File: src/hdl/vcsl_pkg.sv
`timescale 1ns / 1ps
// types and constants shared by the velocity command slew limiter
package vcsl_pkg;

  localparam int LIM_W      = 23;
  localparam int TMO_W      = 14;
  localparam int COUNT_W    = 32;
  localparam int FAULT_W    = 16;
  localparam int OP_W       = 3;
  localparam int CFG_ADDR_W = 3;
  localparam int CFG_DATA_W = LIM_W;

  localparam logic [LIM_W-1:0] RST_MAX_LIN_X = LIM_W'(314573);
  localparam logic [LIM_W-1:0] RST_MAX_LIN_Y = LIM_W'(0);
  localparam logic [LIM_W-1:0] RST_MAX_ANG_Z = LIM_W'(1258291);
  localparam logic [LIM_W-1:0] RST_LIN_STEP  = LIM_W'(2097);
  localparam logic [LIM_W-1:0] RST_YAW_STEP  = LIM_W'(4194);
  localparam logic [TMO_W-1:0] RST_TIMEOUT   = TMO_W'(1000);

  typedef enum logic [OP_W-1:0] {
    OP_COMMAND    = 3'd0,
    OP_TICK       = 3'd1,
    OP_MOTORS_ON  = 3'd2,
    OP_MOTORS_OFF = 3'd3,
    OP_ESTOP      = 3'd4,
    OP_RELEASE    = 3'd5
  } op_e;

  typedef enum logic [CFG_ADDR_W-1:0] {
    CFG_MAX_LIN_X = 3'd0,
    CFG_MAX_LIN_Y = 3'd1,
    CFG_MAX_ANG_Z = 3'd2,
    CFG_LIN_STEP  = 3'd3,
    CFG_YAW_STEP  = 3'd4,
    CFG_TIMEOUT   = 3'd5
  } cfg_idx_e;

  typedef struct packed {
    logic [LIM_W-1:0] max_lin_x;
    logic [LIM_W-1:0] max_lin_y;
    logic [LIM_W-1:0] max_ang_z;
    logic [LIM_W-1:0] lin_step;
    logic [LIM_W-1:0] yaw_step;
    logic [TMO_W-1:0] timeout;
  } cfg_t;

endpackage

File: src/hdl/vcsl_cfg_regs.sv
`timescale 1ns / 1ps
// configuration register file for the slew limiter
module vcsl_cfg_regs (
  input  logic                             clk_i,
  input  logic                             rst_ni,
  input  logic                             we_i,
  input  logic [vcsl_pkg::CFG_ADDR_W-1:0]  addr_i,
  input  logic [vcsl_pkg::CFG_DATA_W-1:0]  wdata_i,
  output vcsl_pkg::cfg_t                   cfg_o
);
  import vcsl_pkg::*;

  cfg_t cfg_q, cfg_d;

  always_comb begin
    cfg_d = cfg_q;
    if (we_i) begin
      unique case (cfg_idx_e'(addr_i))
        CFG_MAX_LIN_X: cfg_d.max_lin_x = wdata_i;
        CFG_MAX_LIN_Y: cfg_d.max_lin_y = wdata_i;
        CFG_MAX_ANG_Z: cfg_d.max_ang_z = wdata_i;
        CFG_LIN_STEP:  cfg_d.lin_step  = wdata_i;
        CFG_YAW_STEP:  cfg_d.yaw_step  = wdata_i;
        CFG_TIMEOUT:   cfg_d.timeout   = wdata_i[TMO_W-1:0];
        default:       cfg_d = cfg_q;
      endcase
    end
  end

  always_ff @(posedge clk_i or negedge rst_ni) begin
    if (!rst_ni) begin
      cfg_q.max_lin_x <= RST_MAX_LIN_X;
      cfg_q.max_lin_y <= RST_MAX_LIN_Y;
      cfg_q.max_ang_z <= RST_MAX_ANG_Z;
      cfg_q.lin_step  <= RST_LIN_STEP;
      cfg_q.yaw_step  <= RST_YAW_STEP;
      cfg_q.timeout   <= RST_TIMEOUT;
    end else begin
      cfg_q <= cfg_d;
    end
  end

  assign cfg_o = cfg_q;

endmodule

File: src/hdl/vcsl_axis.sv
`timescale 1ns / 1ps
// per-axis clamp and slew limit
module vcsl_axis #(
  parameter int VEL_WIDTH  = 24,
  parameter int TICK_WIDTH = 24
) (
  input  logic signed [VEL_WIDTH-1:0]      target_i,
  input  logic signed [VEL_WIDTH-1:0]      prev_i,
  input  logic        [vcsl_pkg::LIM_W-1:0] lim_i,
  input  logic        [vcsl_pkg::LIM_W-1:0] step_i,
  input  logic        [TICK_WIDTH-1:0]     ticks_i,
  output logic signed [VEL_WIDTH-1:0]      next_o
);
  import vcsl_pkg::*;

  localparam int LW = ((VEL_WIDTH > LIM_W) ? VEL_WIDTH : LIM_W) + 2;
  localparam int RW = LIM_W + TICK_WIDTH;
  localparam int CW = ((RW > VEL_WIDTH + 1) ? RW : VEL_WIDTH + 1) + 2;
  localparam logic signed [LW-1:0] VMAX = LW'((64'd1 << (VEL_WIDTH - 1)) - 64'd1);

  logic signed [LW-1:0]        lim_raw, lim, v_ext, clamped;
  logic signed [VEL_WIDTH-1:0] tgt;
  logic        [RW-1:0]        room;
  logic signed [CW-1:0]        room_s, diff, diff_lim, sum;

  // clamp, limit reduced to the velocity range
  always_comb begin
    lim_raw = signed'(LW'(lim_i));
    lim     = (lim_raw > VMAX) ? VMAX : lim_raw;
    v_ext   = LW'(target_i);
    if (v_ext > lim) begin
      clamped = lim;
    end else if (v_ext < -lim) begin
      clamped = -lim;
    end else begin
      clamped = v_ext;
    end
    tgt = VEL_WIDTH'(clamped);
  end

  assign room = RW'(step_i) * RW'(ticks_i);

  // slew cap on the change from the last output
  always_comb begin
    room_s = signed'(CW'(room));
    diff   = CW'(tgt) - CW'(prev_i);
    if (diff > room_s) begin
      diff_lim = room_s;
    end else if (diff < -room_s) begin
      diff_lim = -room_s;
    end else begin
      diff_lim = diff;
    end
    sum    = CW'(prev_i) + diff_lim;
    next_o = VEL_WIDTH'(sum);
  end

endmodule

File: src/hdl/velocity_command_slew_limiter_unit.sv
`timescale 1ns / 1ps
// top level of the three-axis velocity command slew limiter
//
// usage
//   slave stream: tuser carries the op code, tdata carries cmd_vx, cmd_vy, cmd_wz.
//   master stream: one result beat per input beat, tuser is drive_update, tdata
//   carries the output velocities, flags and counts. the user must set limits,
//   steps and timeout via the write port only while idle; the block does not enforce it.
// timing
//   a beat is registered at the input, then processed in one pass of clamp,
//   one multiply and compare per axis into the output register; one beat per
//   cycle sustained while the receiver holds tready high. the multiply of step
//   by elapsed ticks sets the clock path.
// reset
//   asynchronous, active low: both stages empty, velocities, tick counter,
//   flags and counts cleared, registers at their defaults.
// stalls
//   while the receiver holds tready low the result beat is held; one further
//   beat waits in the input register, then tready on the slave side drops.
module velocity_command_slew_limiter_unit #(
  parameter int VEL_WIDTH  = 24,
  parameter int TICK_WIDTH = 24
) (
  input  logic                                clk_i,
  input  logic                                rst_ni,
  // write port
  input  logic                                cfg_we_i,
  input  logic [vcsl_pkg::CFG_ADDR_W-1:0]     cfg_addr_i,
  input  logic [vcsl_pkg::CFG_DATA_W-1:0]     cfg_wdata_i,
  // slave stream
  input  logic                                s_axis_tvalid,
  output logic                                s_axis_tready,
  // cmd_vx, cmd_vy, cmd_wz, zero pad
  input  logic [((3*VEL_WIDTH+7)/8)*8-1:0]    s_axis_tdata,
  // op
  input  logic [vcsl_pkg::OP_W-1:0]           s_axis_tuser,
  // master stream
  output logic                                m_axis_tvalid,
  input  logic                                m_axis_tready,
  // out_vx, out_vy, out_wz, command_stale, estop_active, motors_on,
  // command_count, fault_count, zero pad
  output logic [((3*VEL_WIDTH+51+7)/8)*8-1:0] m_axis_tdata,
  // drive_update
  output logic                                m_axis_tuser
);
  import vcsl_pkg::*;

  localparam int OUT_W = ((3*VEL_WIDTH+51+7)/8)*8;
  localparam int TW    = (TICK_WIDTH > TMO_W) ? TICK_WIDTH : TMO_W;

  cfg_t cfg;

  logic                        in_valid_q, in_valid_d;
  logic [OP_W-1:0]             op_q;
  logic signed [VEL_WIDTH-1:0] vx_q, vy_q, wz_q;
  logic                        accept, advance;

  logic signed [VEL_WIDTH-1:0] last_vx_q, last_vx_d, last_vy_q, last_vy_d;
  logic signed [VEL_WIDTH-1:0] last_wz_q, last_wz_d;
  logic [TICK_WIDTH-1:0]       ticks_q, ticks_d, ticks_eff;
  logic                        motors_q, motors_d, stop_q, stop_d;
  logic [COUNT_W-1:0]          cmd_cnt_q, cmd_cnt_d;
  logic [FAULT_W-1:0]          fault_q, fault_d;

  logic signed [VEL_WIDTH-1:0] nx, ny, nz;
  logic signed [VEL_WIDTH-1:0] res_vx, res_vy, res_wz;
  logic                        upd, stale;

  logic                        out_valid_q, out_valid_d;
  logic signed [VEL_WIDTH-1:0] out_vx_q, out_vy_q, out_wz_q;
  logic                        out_upd_q, out_stale_q, out_estop_q, out_motors_q;
  logic [COUNT_W-1:0]          out_cnt_q;
  logic [FAULT_W-1:0]          out_fault_q;

  vcsl_cfg_regs u_cfg (
    .clk_i   (clk_i),
    .rst_ni  (rst_ni),
    .we_i    (cfg_we_i),
    .addr_i  (cfg_addr_i),
    .wdata_i (cfg_wdata_i),
    .cfg_o   (cfg)
  );

  // input register
  assign advance       = in_valid_q & (~out_valid_q | m_axis_tready);
  assign s_axis_tready = ~in_valid_q | advance;
  assign accept        = s_axis_tvalid & s_axis_tready;

  always_comb begin
    in_valid_d = in_valid_q;
    if (accept) begin
      in_valid_d = 1'b1;
    end else if (advance) begin
      in_valid_d = 1'b0;
    end
  end

  always_ff @(posedge clk_i or negedge rst_ni) begin
    if (!rst_ni) begin
      in_valid_q <= 1'b0;
    end else begin
      in_valid_q <= in_valid_d;
    end
  end

  always_ff @(posedge clk_i) begin
    if (accept) begin
      op_q <= s_axis_tuser;
      vx_q <= signed'(s_axis_tdata[VEL_WIDTH-1:0]);
      vy_q <= signed'(s_axis_tdata[2*VEL_WIDTH-1:VEL_WIDTH]);
      wz_q <= signed'(s_axis_tdata[3*VEL_WIDTH-1:2*VEL_WIDTH]);
    end
  end

  // axis units, floor of one tick
  assign ticks_eff = (ticks_q == '0) ? TICK_WIDTH'(1) : ticks_q;

  vcsl_axis #(.VEL_WIDTH(VEL_WIDTH), .TICK_WIDTH(TICK_WIDTH)) u_axis_x (
    .target_i (vx_q),
    .prev_i   (last_vx_q),
    .lim_i    (cfg.max_lin_x),
    .step_i   (cfg.lin_step),
    .ticks_i  (ticks_eff),
    .next_o   (nx)
  );

  vcsl_axis #(.VEL_WIDTH(VEL_WIDTH), .TICK_WIDTH(TICK_WIDTH)) u_axis_y (
    .target_i (vy_q),
    .prev_i   (last_vy_q),
    .lim_i    (cfg.max_lin_y),
    .step_i   (cfg.lin_step),
    .ticks_i  (ticks_eff),
    .next_o   (ny)
  );

  vcsl_axis #(.VEL_WIDTH(VEL_WIDTH), .TICK_WIDTH(TICK_WIDTH)) u_axis_z (
    .target_i (wz_q),
    .prev_i   (last_wz_q),
    .lim_i    (cfg.max_ang_z),
    .step_i   (cfg.yaw_step),
    .ticks_i  (ticks_eff),
    .next_o   (nz)
  );

  // op decode and state update
  always_comb begin
    last_vx_d = last_vx_q;
    last_vy_d = last_vy_q;
    last_wz_d = last_wz_q;
    ticks_d   = ticks_q;
    motors_d  = motors_q;
    stop_d    = stop_q;
    cmd_cnt_d = cmd_cnt_q;
    fault_d   = fault_q;
    res_vx    = '0;
    res_vy    = '0;
    res_wz    = '0;
    upd       = 1'b0;
    unique case (op_e'(op_q))
      OP_COMMAND: begin
        upd = 1'b1;
        if (!stop_q && motors_q) begin
          res_vx    = nx;
          res_vy    = ny;
          res_wz    = nz;
          last_vx_d = nx;
          last_vy_d = ny;
          last_wz_d = nz;
          ticks_d   = '0;
          cmd_cnt_d = cmd_cnt_q + COUNT_W'(1);
        end
      end
      OP_TICK: begin
        if (ticks_q != '1) begin
          ticks_d = ticks_q + TICK_WIDTH'(1);
        end
      end
      OP_MOTORS_ON: begin
        motors_d = 1'b1;
      end
      OP_MOTORS_OFF: begin
        motors_d = 1'b0;
        upd      = 1'b1;
      end
      OP_ESTOP: begin
        stop_d    = 1'b1;
        motors_d  = 1'b0;
        last_vx_d = '0;
        last_vy_d = '0;
        last_wz_d = '0;
        fault_d   = fault_q + FAULT_W'(1);
        upd       = 1'b1;
      end
      OP_RELEASE: begin
        stop_d = 1'b0;
      end
      default: begin
        upd = 1'b0;
      end
    endcase
    stale = TW'(ticks_d) > TW'(cfg.timeout);
  end

  always_ff @(posedge clk_i or negedge rst_ni) begin
    if (!rst_ni) begin
      last_vx_q <= '0;
      last_vy_q <= '0;
      last_wz_q <= '0;
      ticks_q   <= '0;
      motors_q  <= 1'b0;
      stop_q    <= 1'b0;
      cmd_cnt_q <= '0;
      fault_q   <= '0;
    end else if (advance) begin
      last_vx_q <= last_vx_d;
      last_vy_q <= last_vy_d;
      last_wz_q <= last_wz_d;
      ticks_q   <= ticks_d;
      motors_q  <= motors_d;
      stop_q    <= stop_d;
      cmd_cnt_q <= cmd_cnt_d;
      fault_q   <= fault_d;
    end
  end

  // result register
  always_comb begin
    out_valid_d = out_valid_q;
    if (advance) begin
      out_valid_d = 1'b1;
    end else if (m_axis_tready) begin
      out_valid_d = 1'b0;
    end
  end

  always_ff @(posedge clk_i or negedge rst_ni) begin
    if (!rst_ni) begin
      out_valid_q <= 1'b0;
    end else begin
      out_valid_q <= out_valid_d;
    end
  end

  always_ff @(posedge clk_i) begin
    if (advance) begin
      out_vx_q     <= res_vx;
      out_vy_q     <= res_vy;
      out_wz_q     <= res_wz;
      out_upd_q    <= upd;
      out_stale_q  <= stale;
      out_estop_q  <= stop_d;
      out_motors_q <= motors_d;
      out_cnt_q    <= cmd_cnt_d;
      out_fault_q  <= fault_d;
    end
  end

  assign m_axis_tvalid = out_valid_q;
  assign m_axis_tuser  = out_upd_q;
  assign m_axis_tdata  = OUT_W'({out_fault_q, out_cnt_q, out_motors_q, out_estop_q,
                                 out_stale_q, out_wz_q, out_vy_q, out_vx_q});

endmodule

File: config.mk
export PLATFORM = sky130hd
export DESIGN_NAME = velocity_command_slew_limiter_unit
export DESIGN_NICKNAME = d
export VERILOG_FILES = /design/src/hdl/vcsl_pkg.sv /design/src/hdl/vcsl_cfg_regs.sv /design/src/hdl/vcsl_axis.sv /design/src/hdl/velocity_command_slew_limiter_unit.sv
export SDC_FILE = /design/constraint.sdc
export NUM_CORES = 2
export LEC_CHECK = 0
export BUFFER_PORTS_ARGS = -buffer_cell sky130_fd_sc_hd__clkbuf_2
export CORE_MARGIN = 1.5
export CORE_UTILIZATION = 60
export CTS_CLUSTER_DIAMETER = 200
export CTS_CLUSTER_SIZE = 16
export DETAILED_ROUTE_END_ITERATION = 12
export PLACE_DENSITY = 0.77
export SETUP_SLACK_MARGIN = 0.02
export SLEW_MARGIN = 20
export SYNTH_ARGS = -nofsm -noshare
export SYNTH_HDL_FRONTEND = slang
export SYNTH_SLANG_ARGS = --single-unit
export TNS_END_PERCENT = 5
File: constraint.sdc
create_clock -name clk_i -period 17.6 [get_ports clk_i]
set_input_delay 0 -clock clk_i [delete_from_list [all_inputs] [get_ports clk_i]]
set_output_delay 0 -clock clk_i [all_outputs]
set_load 0.05 [all_outputs]
==> impl_results.md <==
* Lkg Pwr at between 40 and 50 nW
* Final Slew Violations at 0
* RSZ-0062 raised after global routing: false
* CP Data Arrival Time at ~17000 ps
* Area share of the largest cell type after synthesis at roughly a quarter
* Via count at roughly 63000
* DRC viols at 0
* Syn Area/Cell at 8.76 um2
* Synth Cell Area at between 70000 and 80000 um2
* Synthesized flop and latch total at between 400 and 500
* Die width at 362 um
* Min Tclk post-route at 16360 ps
* Height of the die at 362 um
* CTS clk-pin slew, worst paths at around 100 ps
* Max incr delay on CP at between 600 and 700 ps
* CTS Sinks at roughly 480
* Max reg flops at between 100 and 150
* Seq/Total Area, Yosys at ~17%
* Area growth syn-to-layout at 5.89%
* Placed cell area at 80000 um2
* H-Tree Depth at 2
* DRT Wirelength at 216000 um
* Slew HR at 29.8%
* IO Pins at 237
* TritonCTS clock tree: yes
* Drt pass-1 iters at 6
* Final setup fails at 0
* Hold Fails Final Rpt at 0
* First-pass GRT wire length at 350000 um
* Worst EP required at approximately 18000 ps
* Async S/R FF share, synth at around three fifths
* Initial antenna violation count at 10
* Total Neg Setup Slack at 0 ps
* Largest net degree at the start of global routing at 93
* Antenna Nets Post-Route at 0
* Status: completed
* EDFF count, synth at 199
* Synth unique cells at between 100 and 150
* Measured slew at the worst slew-check pin at around 1100 ps
* Final core utilization at ~64%
* Setup CP Type: reg2reg
* Max cap viols at 0
* GPL Wtd Cong at 0.956
* Final Cell Area at a little over 80000 um2
* Grt total ovfl at 0
* Final Cycle Share at approximately 93%
* Clock buffer depth at 3
* Setup Skew at slightly above 50 ps
* Critical path endpoint category: flip-flop
* Layout cells sized above 1 at 6.51%
* Worst-path maximum fanout at 34
* Latest clock arrival within the worst-skew pair at between 600 and 700 ps
* Vias in the first global route at ~65000
* Top cells by area, synth: fa_1 24%, ha_1 15%, dfrtp_1 7.8%
* Synth Flop Type: dfrtp_1
* Num CTS Buffers at 35
* Initial DRC Count at around 4800
* Fmax at a little over 60 MHz
* Cells after synthesis at 8846
* Synth area leader: fa_1
* HP Class: in2async
* Starting density of the core at 60.6%
* PortBufs at around 230
* Num rows at approximately 130
* Pwr dens at around 120 nW/um2
* Setup WS pre-CTS at 1170 ps
* CTS root buffer: clkbuf_16
* CP max-delay cell: o31ai_1
* Core Area at approximately 130000 um2
* Routed vias/inst at roughly 6.0
* Final nets at 10900
* Worst setup margin at 1240 ps
* Full die area at ~130000 um2
* Synth warnings at 0
* WL/cell at ~20 um
* Startpoint types: flip-flop
* Detail Placement HPWL at 167000 um
* Most frequent CP cell: o21ai_0
* Maximum vdd drop at approximately 0.12 mV
* All-layer global routing usage at about a third
layout by cell type, fill, tap and decap left out, types with 37 or more instances in the layout:
cell and instances:
mux2i_1 54, a21oi_1 313, nor2_1 335, o21ai_0 484
nand3_1 153, edfxtp_1 199, nand2_1 1126, buf_4 87
and3_1 63, nand2b_1 95, o21a_1 92, a21o_1 152
fa_1 924, nor2b_1 108, dlygate4sd3_1 93, a31oi_1 57
inv_1 1326, nor3_1 122, xnor2_1 280, and2_1 480
a22oi_1 38, xor2_1 120, mux2_2 70, clkbuf_2 230
clkbuf_16 37, ha_1 917, dfrtp_1 239, or3_1 68
nand4_1 120
cell families (layout without fill, tap and decap cells):
logic type | after synthesis | after routing | share of synthesized area (%)
compound gates | 1453 | 1453 | 11.9
mux | 124 | 124 | 1.72
buf+inv | 1726 | 1811 | 8.44
xor+xnor | 407 | 407 | 4.67
other cells | 1 | 9 | 0.00484
simple gates | 2818 | 2818 | 17.9
fa+ha+maj | 1841 | 1841 | 38.7
flops | 476 | 476 | 16.7
what timing repair did:
item,CTS,global route
endpoints found under the hold margin,220,0
gates resized for setup,0,7
endpoints found under the setup margin,0,12
hold buffers,93,0
setup buffers,0,2
through the flow:
step                power, mW  hold WS [ps]  std cells
floorplan                7.07          -296       8850
global placement         8.80           101      10400
detailed placement       9.01           103      10400
CTS                      9.91          35.8      10600
global route             10.9          70.2      10600
finish                   10.0          16.6      10600
cells in the mapped netlist (17+ instances only):
cell type and count:
a211oi_1 32, a21boi_0 17, a21o_1 152, a21oi_1 313, a22oi_1 38, a31oi_1 57
and2_1 481, and3_1 63, buf_1 18, clkbuf_1 347, dfrtp_1 242, dfstp_2 35
edfxtp_1 199, fa_1 924, ha_1 917, inv_1 1327, mux2_2 70, mux2i_1 54
nand2_1 1128, nand2b_1 95, nand3_1 153, nand4_1 120, nor2_1 337, nor2b_1 108
nor3_1 125, nor4_1 35, o211ai_1 26, o21a_1 93, o21ai_0 485, o21bai_1 24
o31ai_1 37, or2_2 21, or3_1 68, xnor2_1 280, xor2_1 121
critical path: cells and delay by family (launching register included):
family                   cells  cell delay (ps)
XOR/XNOR                     2              380
AO/OA/AOI/OAI               32             6670
buffers and inverters        6             1450
adder cells (fa/ha/maj)      5             1340
flip-flops                   1              420
AND/OR/NAND/NOR             27             5820
per-layer routing:
layer,GRT usage (%),part of all wire [%],wire (um)
met5,0,0.011,23
met4,13.8,4.6,10000
met3,4.82,7.3,15700
met2,57.1,48,104000
met1,42.5,40,86000
power by group:
| group | total [mW] | switching, mW | internal [mW] |
|---|---|---|---|
| clock network | 0.832 | 0.434 | 0.397 |
| logic | 7.52 | 4.57 | 2.95 |
| registers | 1.65 | 0.288 | 1.36 |
| total | 10.0 | 5.29 | 4.71 |
path summary, 6_finish.rpt:
| path | startpoint | to | slack, ps | cells past startpoint |
|---|---|---|---|---|
| max reg2reg | u_cfg.cfg_o[107]$_DFFE_PN0P_ | out_vx_q[20]$_SDFFCE_PN0P_ | 1240 | 72 |
| min in group clk_i | cfg_addr_i[1] | u_cfg.cfg_o[14]$_DFFE_PN0P_ | 90 | 4 |
| max in group asynchronous | rst_ni | last_vy_q[16]$_DFFE_PN0P_ | 16080 | 3 |
| min | rst_ni | last_wz_q[19]$_DFFE_PN0P_ | 20 | 2 |
| min reg2reg | cmd_cnt_q[31]$_DFFE_PN0P_ | cmd_cnt_q[31]$_DFFE_PN0P_ | 490 | 1 |
| max | u_cfg.cfg_o[107]$_DFFE_PN0P_ | out_vx_q[20]$_SDFFCE_PN0P_ | 1240 | 72 |
layout make-up:
type | instances | area [um2]
Inverter | 1334 | 5010
Timing Repair Buffer | 413 | 2800
Fill cell | 10500 | 45800
Sequential cell | 476 | 13000
Antenna cell | 4 | 10.0
Tap cell | 1662 | 2080
Clock inverter | 2 | 25.0
Clock buffer | 62 | 1020
Multi-Input combinational cell | 6648 | 58100
No activity file was read; power rests on OpenSTA's default activity.
